`config.mk`:
```
export PLATFORM = sky130hd
export DESIGN_NAME = sha256_stream_hasher
export DESIGN_NICKNAME = d
export VERILOG_FILES = /design/src/rtl/s256h_pkg.sv /design/src/rtl/sha256_stream_hasher.sv
export SDC_FILE = /design/constraint.sdc
export NUM_CORES = 2
export LEC_CHECK = 0
export BUFFER_PORTS_ARGS = -buffer_cell sky130_fd_sc_hd__buf_2
export CORE_MARGIN = 2
export CORE_UTILIZATION = 46
export CTS_BUF_LIST = sky130_fd_sc_hd__clkbuf_8 sky130_fd_sc_hd__clkbuf_16
export DETAILED_ROUTE_END_ITERATION = 10
export PLACE_DENSITY = 0.58
export REMOVE_ABC_BUFFERS = 1
export SETUP_SLACK_MARGIN = 0.05
export SYNTH_ARGS = -nofsm -noshare
export SYNTH_HDL_FRONTEND = slang
export SYNTH_SLANG_ARGS = --single-unit
```
`constraint.sdc`:
```
create_clock -name clk -period 22.6 [get_ports clk]
set_input_delay 2.26 -clock clk [delete_from_list [all_inputs] [get_ports clk]]
set_output_delay 2.26 -clock clk [all_outputs]
set_load 0.03 [all_outputs]
```
`src/rtl/s256h_pkg.sv`:
```
package s256h_pkg;

  typedef enum logic [2:0] {
    ST_IDLE,
    ST_PAD,
    ST_PREP,
    ST_ROUND,
    ST_FOLD,
    ST_OUT
  } state_t;

  localparam logic [7:0] PAD_BYTE = 8'h80;
  localparam logic [5:0] LEN_POS  = 6'd56;
  localparam logic [5:0] LAST_POS = 6'd63;
  localparam logic [2:0] LAST_WORD_IDX = 3'd7;

  function automatic logic [31:0] init_hash(input logic [2:0] i);
    logic [31:0] r;
    case (i)
      3'd0: r = 32'h6a09e667;
      3'd1: r = 32'hbb67ae85;
      3'd2: r = 32'h3c6ef372;
      3'd3: r = 32'ha54ff53a;
      3'd4: r = 32'h510e527f;
      3'd5: r = 32'h9b05688c;
      3'd6: r = 32'h1f83d9ab;
      default: r = 32'h5be0cd19;
    endcase
    return r;
  endfunction

  function automatic logic [31:0] round_k(input logic [5:0] i);
    logic [31:0] r;
    case (i)
      6'd0: r = 32'h428a2f98;  6'd1: r = 32'h71374491;
      6'd2: r = 32'hb5c0fbcf;  6'd3: r = 32'he9b5dba5;
      6'd4: r = 32'h3956c25b;  6'd5: r = 32'h59f111f1;
      6'd6: r = 32'h923f82a4;  6'd7: r = 32'hab1c5ed5;
      6'd8: r = 32'hd807aa98;  6'd9: r = 32'h12835b01;
      6'd10: r = 32'h243185be; 6'd11: r = 32'h550c7dc3;
      6'd12: r = 32'h72be5d74; 6'd13: r = 32'h80deb1fe;
      6'd14: r = 32'h9bdc06a7; 6'd15: r = 32'hc19bf174;
      6'd16: r = 32'he49b69c1; 6'd17: r = 32'hefbe4786;
      6'd18: r = 32'h0fc19dc6; 6'd19: r = 32'h240ca1cc;
      6'd20: r = 32'h2de92c6f; 6'd21: r = 32'h4a7484aa;
      6'd22: r = 32'h5cb0a9dc; 6'd23: r = 32'h76f988da;
      6'd24: r = 32'h983e5152; 6'd25: r = 32'ha831c66d;
      6'd26: r = 32'hb00327c8; 6'd27: r = 32'hbf597fc7;
      6'd28: r = 32'hc6e00bf3; 6'd29: r = 32'hd5a79147;
      6'd30: r = 32'h06ca6351; 6'd31: r = 32'h14292967;
      6'd32: r = 32'h27b70a85; 6'd33: r = 32'h2e1b2138;
      6'd34: r = 32'h4d2c6dfc; 6'd35: r = 32'h53380d13;
      6'd36: r = 32'h650a7354; 6'd37: r = 32'h766a0abb;
      6'd38: r = 32'h81c2c92e; 6'd39: r = 32'h92722c85;
      6'd40: r = 32'ha2bfe8a1; 6'd41: r = 32'ha81a664b;
      6'd42: r = 32'hc24b8b70; 6'd43: r = 32'hc76c51a3;
      6'd44: r = 32'hd192e819; 6'd45: r = 32'hd6990624;
      6'd46: r = 32'hf40e3585; 6'd47: r = 32'h106aa070;
      6'd48: r = 32'h19a4c116; 6'd49: r = 32'h1e376c08;
      6'd50: r = 32'h2748774c; 6'd51: r = 32'h34b0bcb5;
      6'd52: r = 32'h391c0cb3; 6'd53: r = 32'h4ed8aa4a;
      6'd54: r = 32'h5b9cca4f; 6'd55: r = 32'h682e6ff3;
      6'd56: r = 32'h748f82ee; 6'd57: r = 32'h78a5636f;
      6'd58: r = 32'h84c87814; 6'd59: r = 32'h8cc70208;
      6'd60: r = 32'h90befffa; 6'd61: r = 32'ha4506ceb;
      6'd62: r = 32'hbef9a3f7;
      default: r = 32'hc67178f2;
    endcase
    return r;
  endfunction

  function automatic logic [31:0] rotr(input logic [31:0] x, input int unsigned n);
    return (x >> n) | (x << (32 - n));
  endfunction

  function automatic logic [31:0] big_sig0(input logic [31:0] x);
    return rotr(x, 2) ^ rotr(x, 13) ^ rotr(x, 22);
  endfunction

  function automatic logic [31:0] big_sig1(input logic [31:0] x);
    return rotr(x, 6) ^ rotr(x, 11) ^ rotr(x, 25);
  endfunction

  function automatic logic [31:0] small_sig0(input logic [31:0] x);
    return rotr(x, 7) ^ rotr(x, 18) ^ (x >> 3);
  endfunction

  function automatic logic [31:0] small_sig1(input logic [31:0] x);
    return rotr(x, 17) ^ rotr(x, 19) ^ (x >> 10);
  endfunction

endpackage

```
`src/rtl/sha256_stream_hasher.sv`:
```
// SHA-256 hasher that takes the message one byte per item.
// Input channel: in_valid/in_stall with in_data_byte, in_has_byte and in_last.
// An item with in_has_byte set appends its byte; an item with in_last set
// ends the message, and an item with neither changes nothing.
// Output channel: out_valid/out_stall with out_digest_word, out_word_index
// and out_last_word. A finished message yields eight items, word 0 first.
// Flow control: a byte that does not complete a 64-byte block is taken
// without stalling the input. The byte that completes a block holds off
// the input while the block is compressed: a step to prime the block
// memory read, 64 rounds of the shared round unit, and a step to fold the
// result into the chaining words. A last item then writes the padding one
// byte per cycle up to the end of the block. When the length does not fit,
// that padding is at most 8 bytes, followed by a compression and a further
// block of padding and length. It then runs the final compression and
// presents the digest words one per cycle while out_stall is low.
// While the receiver stalls, the current digest word is held and the input
// stays stalled. After the eighth word is taken the chaining words, fill
// count and bit length return to their initial values.
// Reset (rst_n low, synchronous) puts the block into the same initial
// state; the block buffer memory needs no clearing.
module sha256_stream_hasher (
  input  logic        clk,
  input  logic        rst_n,
  input  logic        in_valid,
  output logic        in_stall,
  input  logic [7:0]  in_data_byte,
  input  logic        in_has_byte,
  input  logic        in_last,
  output logic        out_valid,
  input  logic        out_stall,
  output logic [31:0] out_digest_word,
  output logic [2:0]  out_word_index,
  output logic        out_last_word
);

  s256h_pkg::state_t state_r, state_nxt;

  logic [5:0]  fill_r, fill_nxt;
  logic [63:0] bitlen_r, bitlen_nxt;
  logic [5:0]  cnt_r, cnt_nxt;
  logic        pad_first_r, pad_first_nxt;
  logic        len_phase_r, len_phase_nxt;
  logic        pad_pend_r, pad_pend_nxt;
  logic        final_r, final_nxt;

  logic [31:0] hash_r [8];
  logic [31:0] v_r [8];
  logic [31:0] win_r [16];

  // Block buffer: sixteen big-endian words, written a byte at a time.
  logic [31:0] blk_mem [16];
  logic [31:0] rdata_r;
  logic [3:0]  rd_idx;

  logic        wr_en;
  logic [5:0]  wr_pos;
  logic [7:0]  wr_byte;
  logic        in_acc;
  logic        len_use;
  logic [7:0]  len_byte;
  logic [31:0] w_sched, w_t, t1, t2;
  logic        do_round, do_fold, do_init, do_prep;

  assign in_stall = (state_r != s256h_pkg::ST_IDLE);
  assign in_acc   = in_valid && !in_stall;
  assign out_valid = (state_r == s256h_pkg::ST_OUT);
  assign out_digest_word = hash_r[cnt_r[2:0]];
  assign out_word_index  = cnt_r[2:0];
  assign out_last_word   = (cnt_r[2:0] == s256h_pkg::LAST_WORD_IDX);

  // The length field goes out most significant byte first.
  assign len_byte = 8'(bitlen_r >> {3'(3'd7 - fill_r[2:0]), 3'b000});
  assign len_use  = pad_first_r ? (fill_r < s256h_pkg::LEN_POS) : len_phase_r;

  assign w_sched = s256h_pkg::small_sig1(win_r[14]) + win_r[9] +
                   s256h_pkg::small_sig0(win_r[1]) + win_r[0];
  assign w_t = (cnt_r < 6'd16) ? rdata_r : w_sched;
  assign t1 = v_r[7] + s256h_pkg::big_sig1(v_r[4]) +
              ((v_r[4] & v_r[5]) ^ (~v_r[4] & v_r[6])) +
              s256h_pkg::round_k(cnt_r) + w_t;
  assign t2 = s256h_pkg::big_sig0(v_r[0]) +
              ((v_r[0] & v_r[1]) ^ (v_r[0] & v_r[2]) ^ (v_r[1] & v_r[2]));

  assign rd_idx = (state_r == s256h_pkg::ST_PREP) ? 4'd0 : 4'(cnt_r[3:0] + 4'd1);

  always_comb begin
    state_nxt     = state_r;
    fill_nxt      = fill_r;
    bitlen_nxt    = bitlen_r;
    cnt_nxt       = cnt_r;
    pad_first_nxt = pad_first_r;
    len_phase_nxt = len_phase_r;
    pad_pend_nxt  = pad_pend_r;
    final_nxt     = final_r;
    wr_en    = 1'b0;
    wr_pos   = fill_r;
    wr_byte  = in_data_byte;
    do_round = 1'b0;
    do_fold  = 1'b0;
    do_init  = 1'b0;
    do_prep  = 1'b0;
    case (state_r)
      s256h_pkg::ST_IDLE: begin
        if (in_acc) begin
          pad_first_nxt = 1'b1;
          final_nxt     = 1'b0;
          if (in_has_byte) begin
            wr_en      = 1'b1;
            fill_nxt   = 6'(fill_r + 6'd1);
            bitlen_nxt = 64'(bitlen_r + 64'd8);
            if (fill_r == s256h_pkg::LAST_POS) begin
              state_nxt    = s256h_pkg::ST_PREP;
              pad_pend_nxt = in_last;
            end else if (in_last) begin
              state_nxt = s256h_pkg::ST_PAD;
            end
          end else if (in_last) begin
            state_nxt = s256h_pkg::ST_PAD;
          end
        end
      end
      s256h_pkg::ST_PAD: begin
        wr_en = 1'b1;
        if (pad_first_r) begin
          wr_byte = s256h_pkg::PAD_BYTE;
        end else if (len_use && fill_r >= s256h_pkg::LEN_POS) begin
          wr_byte = len_byte;
        end else begin
          wr_byte = 8'h00;
        end
        pad_first_nxt = 1'b0;
        len_phase_nxt = len_use;
        fill_nxt      = 6'(fill_r + 6'd1);
        if (fill_r == s256h_pkg::LAST_POS) begin
          state_nxt     = s256h_pkg::ST_PREP;
          final_nxt     = len_use;
          pad_pend_nxt  = !len_use;
          len_phase_nxt = 1'b1;
        end
      end
      s256h_pkg::ST_PREP: begin
        do_prep   = 1'b1;
        cnt_nxt   = 6'd0;
        state_nxt = s256h_pkg::ST_ROUND;
      end
      s256h_pkg::ST_ROUND: begin
        do_round = 1'b1;
        cnt_nxt  = 6'(cnt_r + 6'd1);
        if (cnt_r == 6'd63) begin
          state_nxt = s256h_pkg::ST_FOLD;
        end
      end
      s256h_pkg::ST_FOLD: begin
        do_fold = 1'b1;
        cnt_nxt = 6'd0;
        if (final_r) begin
          state_nxt = s256h_pkg::ST_OUT;
        end else if (pad_pend_r) begin
          state_nxt    = s256h_pkg::ST_PAD;
          pad_pend_nxt = 1'b0;
        end else begin
          state_nxt = s256h_pkg::ST_IDLE;
        end
      end
      s256h_pkg::ST_OUT: begin
        if (!out_stall) begin
          if (cnt_r[2:0] == s256h_pkg::LAST_WORD_IDX) begin
            do_init    = 1'b1;
            fill_nxt   = 6'd0;
            bitlen_nxt = 64'd0;
            final_nxt  = 1'b0;
            state_nxt  = s256h_pkg::ST_IDLE;
          end else begin
            cnt_nxt = 6'(cnt_r + 6'd1);
          end
        end
      end
      default: begin
        state_nxt = s256h_pkg::ST_IDLE;
      end
    endcase
  end

  always_ff @(posedge clk) begin
    if (!rst_n) begin
      state_r     <= s256h_pkg::ST_IDLE;
      fill_r      <= 6'd0;
      bitlen_r    <= 64'd0;
      cnt_r       <= 6'd0;
      pad_first_r <= 1'b0;
      len_phase_r <= 1'b0;
      pad_pend_r  <= 1'b0;
      final_r     <= 1'b0;
    end else begin
      state_r     <= state_nxt;
      fill_r      <= fill_nxt;
      bitlen_r    <= bitlen_nxt;
      cnt_r       <= cnt_nxt;
      pad_first_r <= pad_first_nxt;
      len_phase_r <= len_phase_nxt;
      pad_pend_r  <= pad_pend_nxt;
      final_r     <= final_nxt;
    end
  end

  always_ff @(posedge clk) begin
    if (wr_en) begin
      blk_mem[wr_pos[5:2]][{~wr_pos[1:0], 3'b000} +: 8] <= wr_byte;
    end
    rdata_r <= blk_mem[rd_idx];
  end

  always_ff @(posedge clk) begin
    if (!rst_n) begin
      for (int i = 0; i < 8; i++) begin
        hash_r[i] <= s256h_pkg::init_hash(3'(i));
      end
    end else if (do_init) begin
      for (int i = 0; i < 8; i++) begin
        hash_r[i] <= s256h_pkg::init_hash(3'(i));
      end
    end else if (do_fold) begin
      for (int i = 0; i < 8; i++) begin
        hash_r[i] <= hash_r[i] + v_r[i];
      end
    end
  end

  always_ff @(posedge clk) begin
    if (do_prep) begin
      for (int i = 0; i < 8; i++) begin
        v_r[i] <= hash_r[i];
      end
    end else if (do_round) begin
      v_r[7] <= v_r[6];
      v_r[6] <= v_r[5];
      v_r[5] <= v_r[4];
      v_r[4] <= v_r[3] + t1;
      v_r[3] <= v_r[2];
      v_r[2] <= v_r[1];
      v_r[1] <= v_r[0];
      v_r[0] <= t1 + t2;
      for (int i = 0; i < 15; i++) begin
        win_r[i] <= win_r[i + 1];
      end
      win_r[15] <= w_t;
    end
  end

  a_round_to_fold: assert property (@(posedge clk) disable iff (!rst_n)
    (state_r == s256h_pkg::ST_ROUND && cnt_r == 6'd63) |=>
      (state_r == s256h_pkg::ST_FOLD))
    else $error("compression did not end after 64 rounds");

  a_reinit: assert property (@(posedge clk) disable iff (!rst_n)
    (out_valid && !out_stall && out_last_word) |=>
      (fill_r == 6'd0 && bitlen_r == 64'd0 && state_r == s256h_pkg::ST_IDLE))
    else $error("state not reinitialized after digest");

  a_out_holds_in: assert property (@(posedge clk) disable iff (!rst_n)
    out_valid |-> in_stall)
    else $error("input taken while digest pending");

  a_fill_step: assert property (@(posedge clk) disable iff (!rst_n)
    (in_valid && !in_stall && in_has_byte) |=> (fill_r == 6'($past(fill_r) + 6'd1)))
    else $error("fill count did not advance on a byte");

endmodule
```
# After elaboration in Yosys (flattened, before gate mapping)
# Memories as Yosys holds them, arrays and structs flattened. A register that Yosys moved wholly into a read port is not among the register bits.
# Index checks and enable logic that the tools add are counted.
# word_totals
ff_bits	83
romBits	2048
inputBits	14
word_cells	251
ram_bits	1536
mem_count	5
# memory_table
memory	depth	width	read_ports	rd_ports_with_merged_regs	write_ports	line	rtl
(no name shown)	64	32	1	1	0	s256h_pkg.sv:34	case (i)
blk_mem	16	32	1	1	1	sha256_stream_hasher.sv:51	logic [31:0] blk_mem [16];
win_r	16	32	16	0	16	sha256_stream_hasher.sv:48	logic [31:0] win_r [16];
hash_r	8	32	9	1	8	sha256_stream_hasher.sv:46	logic [31:0] hash_r [8];
v_r	8	32	8	0	8	sha256_stream_hasher.sv:47	logic [31:0] v_r [8];
# op_classes
addsub	24
n_shift	3
mux	120
order_cmp	3
bitwise_logic	52
eq_ne	17
reduce_logical	19
# ops
cell	count
$mux W32	50
$add A32 B32 Y32	18
$xor A32 B32 Y32	9
$mux W64	4
$and A32 B32 Y32	5
$pmux W64 S2	1
$add A64 B4 Y64 const B	1
$shr A64 B6 Y8	1
$mux W6	8
$pmux W6 S3	2
$mux W1	35
$mux W3	11
$not A32 Y32	1
$or A10 B32 Y32	1
$or A13 B32 Y32	1
$or A14 B32 Y32	1
$or A15 B32 Y32	1
$or A19 B32 Y32	1
$or A21 B32 Y32	1
$or A25 B32 Y32	1
$or A26 B32 Y32	1
$or A30 B32 Y32	1
$or A7 B32 Y32	1
$shift A8 B7 Y32 const A	1
33 further kinds	81

# Logic depth before layout (Yosys ltp)
# An unclocked memory read counts as a cell.
# depth
ltp_word	11
mapped_depth	46
mapped_depth_nobuf	46

# Worst setup path after synthesis
# Ideal clock, no wire load.
# synth_timing
path_type	register -> register
start	reg state_r[1]
end	mem win_r[0][0] (enable)
setup_ps	1076
path_stages_with_launch	6
required_ps	21524
path_buffers	3
path_slack_ps	6305
t_arrival_ps	15219
cell_sequence	dfxtp_1 > clkbuf_1 > nand3b_2 > clkinv_1 > clkbuf_1 > clkbuf_1
# synth_lines
element	line	rtl
start, declared	sha256_stream_hasher.sv:36	s256h_pkg::state_t state_r, state_nxt;
start signal, assigned	sha256_stream_hasher.sv:186	state_r <= s256h_pkg::ST_IDLE;
start signal, assigned	sha256_stream_hasher.sv:195	state_r <= state_nxt;
end, declared	sha256_stream_hasher.sv:48	

==> flow_summary_export.csv <==
group,metric,value,unit
sta,fin_crit,11170,ps
setup_path,r2r-end,"v_r[1][31]$_DFFE_PP_",
hold_path,hold_class,"flip-flop to flip-flop",
global_route,grt_pass1_wl,409000,um
setup_path,worst_ep_required_time,23170,ps
global_route,grt_antenna_before_repair,6,
setup_path,path_class,"flip-flop to flip-flop",
routing,totalWireLength,277000,um
power,p_switching,0.00742,W
setup_path,r2r_start,"win_r[0][36]$_DFFE_PP_",
clock_network,cts_root_buf,"clkbuf_16",
power,p_clk_frac,0.182,
global_route,grt-ovfl-total,0,
routing,dr_total_vias,63500,
place,io_buffer_count,51,
power,vdd_drop_max,0.000313,V
floorplan,core.rowCount,163,
power,p_comb_frac,0.596,
final_layout,syn2layout_area_growth,10.1,%
power,finalPower,0.0167,W
clock_network,cts.htree.levels,4,
sta,max_freq,89.5,MHz
final_layout,final_nets,8570,
yosys,yosysMostFrequentCell,"edfxtp_1",
floorplan,die_h,450,um
setup_path,crit_fanout,4,
setup_path,end_kind,"flip-flop",
setup_path,path_buf_inv,4,
yosys,netlist_area,0.0916,mm2
floorplan,pin_count,52,
setup_path,critical_path_arrival,11740,ps
clock_network,clk_latency,850,ps
final_layout,utilization,0.510,
floorplan,die_width,450,um
sta,rsz0062_at_grt,"no",
final_layout,nFillCells,17400,
setup_path,critical_path.most_common_cell,"fa_1",
yosys,yosysTopAreaCell,"edfxtp_1",
power,p_leak,37.1,nW
sta,fin_hold_ws,396,ps
routing,drtAntennaViolNets,0,
yosys,ys_types,105,
setup_path,cpPeakStageDelay,570,ps
floorplan,core_area,0.198,mm2
place,place_congestion,0.963,
yosys,yosys_warnings,0,
yosys,yosysTopAreaCellShare,0.493,
yosys,yosys-top-cells-count,"edfxtp_1 (1504), nand2_1 (1147), a21oi_1 (530), nor2_1 (495), inv_1 (419)",
sta,fin_crit_sh,0.494,
flow_run,drv_cap,0,
routing,first_pass_iters,7,
clock_network,numCtsBuffers,185,
clock_network,clk_pin_slew,60,ps
setup_path,cp-start-kind,"flip-flop",
setup_path,cp_slowest_cell,"o21ai_0",
setup_path,critPathCapture,"v_r[1][31]$_DFFE_PP_",
setup_path,reg2reg_slack,11430,ps
global_route,grt_pass1_vias,60500,
sta,setup_tns,0,ps
power,p_int,0.00928,W
yosys,syn-instance-count,8016,
sta,finalHoldViolations,0,
yosys,synth_edf_count,1504,
final_layout,drive_gt1_frac,0.0972,
setup_path,crit_start,"win_r[0][36]$_DFFE_PP_",
power,sw_frac_of_total,0.444,
global_route,track_usage,0.270,
sta,slew_headroom,0.0827,
clock_network,clockBufferDepth,3,
routing,drc_errors,0,
yosys,synth-seq-cells,1683,
clock_network,post_cts_resized,0,
power,p_per_area,166,mW/mm2
yosys,synthFlopType,"edfxtp_1",
yosys,seq_area_frac_synth,0.532,
yosys,syn_avg_cell_area,11.4,um2
setup_path,crit_family,"compound AO/OA/AOI/OAI gates",
outcome,status,"complete, no violations",
clock_network,clock-sinks,1683,
sta,tightest_slew,1380,ps
yosys,synth_area_leaders,"edfxtp_1 (49%), ha_1 (5.4%), nand2_1 (4.7%)",
setup_path,critical_path_depth,42,
final_layout,post-route-cell-area,0.101,mm2
sta,drv_slew,0,
global_route,grt_start_max_net_pins,192,
clock_network,cts_tree,"built",
routing,wl_per_cell,25.8,um
sta,fin_skew,51.8,ps
place,placed_area,0.0946,mm2
routing,drtIter0Drc,7362,
floorplan,initial_utilization,0.463,
floorplan,dieArea,0.203,mm2
yosys,ys_async_sr_fraction,0,
power,power_frac_seq,0.221,
sta,setup_viol,0,
setup_path,r2r_cells,42,
clock_network,hold_buffers,0,
routing,viasPerCell,5.90,
place,hpwl,199000,um
clock_network,post_cts_buffers,0,
==> area by class of cell <==
cell class              instances  area, um2  share of cell area
inverters                     430       1620              0.0161
well taps                    2640       3300              0.0328
clock inverters               134       1250              0.0124
repair buffers                149       1050              0.0104
diodes                          4       10.0           0.0000993
clock buffers                 207       4940              0.0490
flip-flops and latches       1683      48800               0.484
multi-input cells            5516      39900               0.395
==> per-layer routing <==
layer,track usage,wire length (um),up-vias
li1,-,-,28800
met1,0.417,130000,31900
met2,0.393,119000,2423
met3,0.0475,21900,330
met4,0.0642,6330,0
met5,0,0,-
==> cells by family (layout without fill, tap and decap cells) <==
family                     Yosys count  after routing  synth area share
other                                0              4                 0
adders and majority gates          596            596            0.0973
muxes                              359            359            0.0527
AOI/OAI and AO/OA                 1784           1784             0.123
DFF                               1683           1683             0.532
and+or+nand+nor                   2166           2166             0.102
xor gates and xnor gates           611            611            0.0588
buffers and inverters              817            920            0.0338
==> power groups by stage <==
stage,Combinational (W),Sequential [W],Clock (W)
floorplan,0.00727,0.00373,0
global placement,0.00966,0.00376,0
detailed placement,0.00969,0.00376,0
CTS,0.00980,0.00370,0.00310
global route,0.0110,0.00370,0.00323
finish,0.00996,0.00370,0.00305
==> flip-flops by register name, summed over array words and instances, names as in the netlist, named ones only <==
name	cells
v_r	256
pad_first_r	1
hash_r	256
bitlen_r	61
fill_r	6
pad_pend_r	1
final_r	1
cnt_r	6
rdata_r	32
blk_mem	512
len_phase_r	1
win_r	512
state_r	3
==> stage by stage <==
step	setup slack, ps	instances
6_report	11430	10800
5_1_grt	10790	10800
3_5_place_dp	11590	10400
3_3_place_gp	11630	10400
2_1_floorplan	1760	7629
4_1_cts	11510	10800
==> worst min path at each step <==
stage	start	to	slack (ps)	depth (start not counted)
3_3_place_gp	win_r[0][193]$_DFFE_PP_	win_r[0][161]$_DFFE_PP_	400	0
2_1_floorplan	win_r[0][132]$_DFFE_PP_	win_r[0][100]$_DFFE_PP_	400	0
6_report	win_r[1][252]$_DFFE_PP_	win_r[1][220]$_DFFE_PP_	400	0
4_1_cts	win_r[1][252]$_DFFE_PP_	win_r[1][220]$_DFFE_PP_	390	0
3_5_place_dp	win_r[0][139]$_DFFE_PP_	win_r[0][107]$_DFFE_PP_	400	0
5_1_grt	win_r[1][191]$_DFFE_PP_	win_r[1][159]$_DFFE_PP_	400	0
==> cell usage in the layout (no fill, tap or decap), types with 68 or more instances in the layout <==
cell type / n
a21o_1: 189
a21oi_1: 530
buf_4: 93
clkbuf_16: 186
dfxtp_1: 175
edfxtp_1: 1504
fa_1: 195
ha_1: 394
inv_1: 462
mux2_2: 198
mux2i_1: 81
mux4_2: 78
nand2_1: 1142
nand2b_1: 68
nand3_1: 88
nor2_1: 490
nor2b_1: 69
o21ai_0: 364
o21ai_1: 128
xnor2_1: 395
xor2_1: 214
Power figures use the tool's default switching activity.
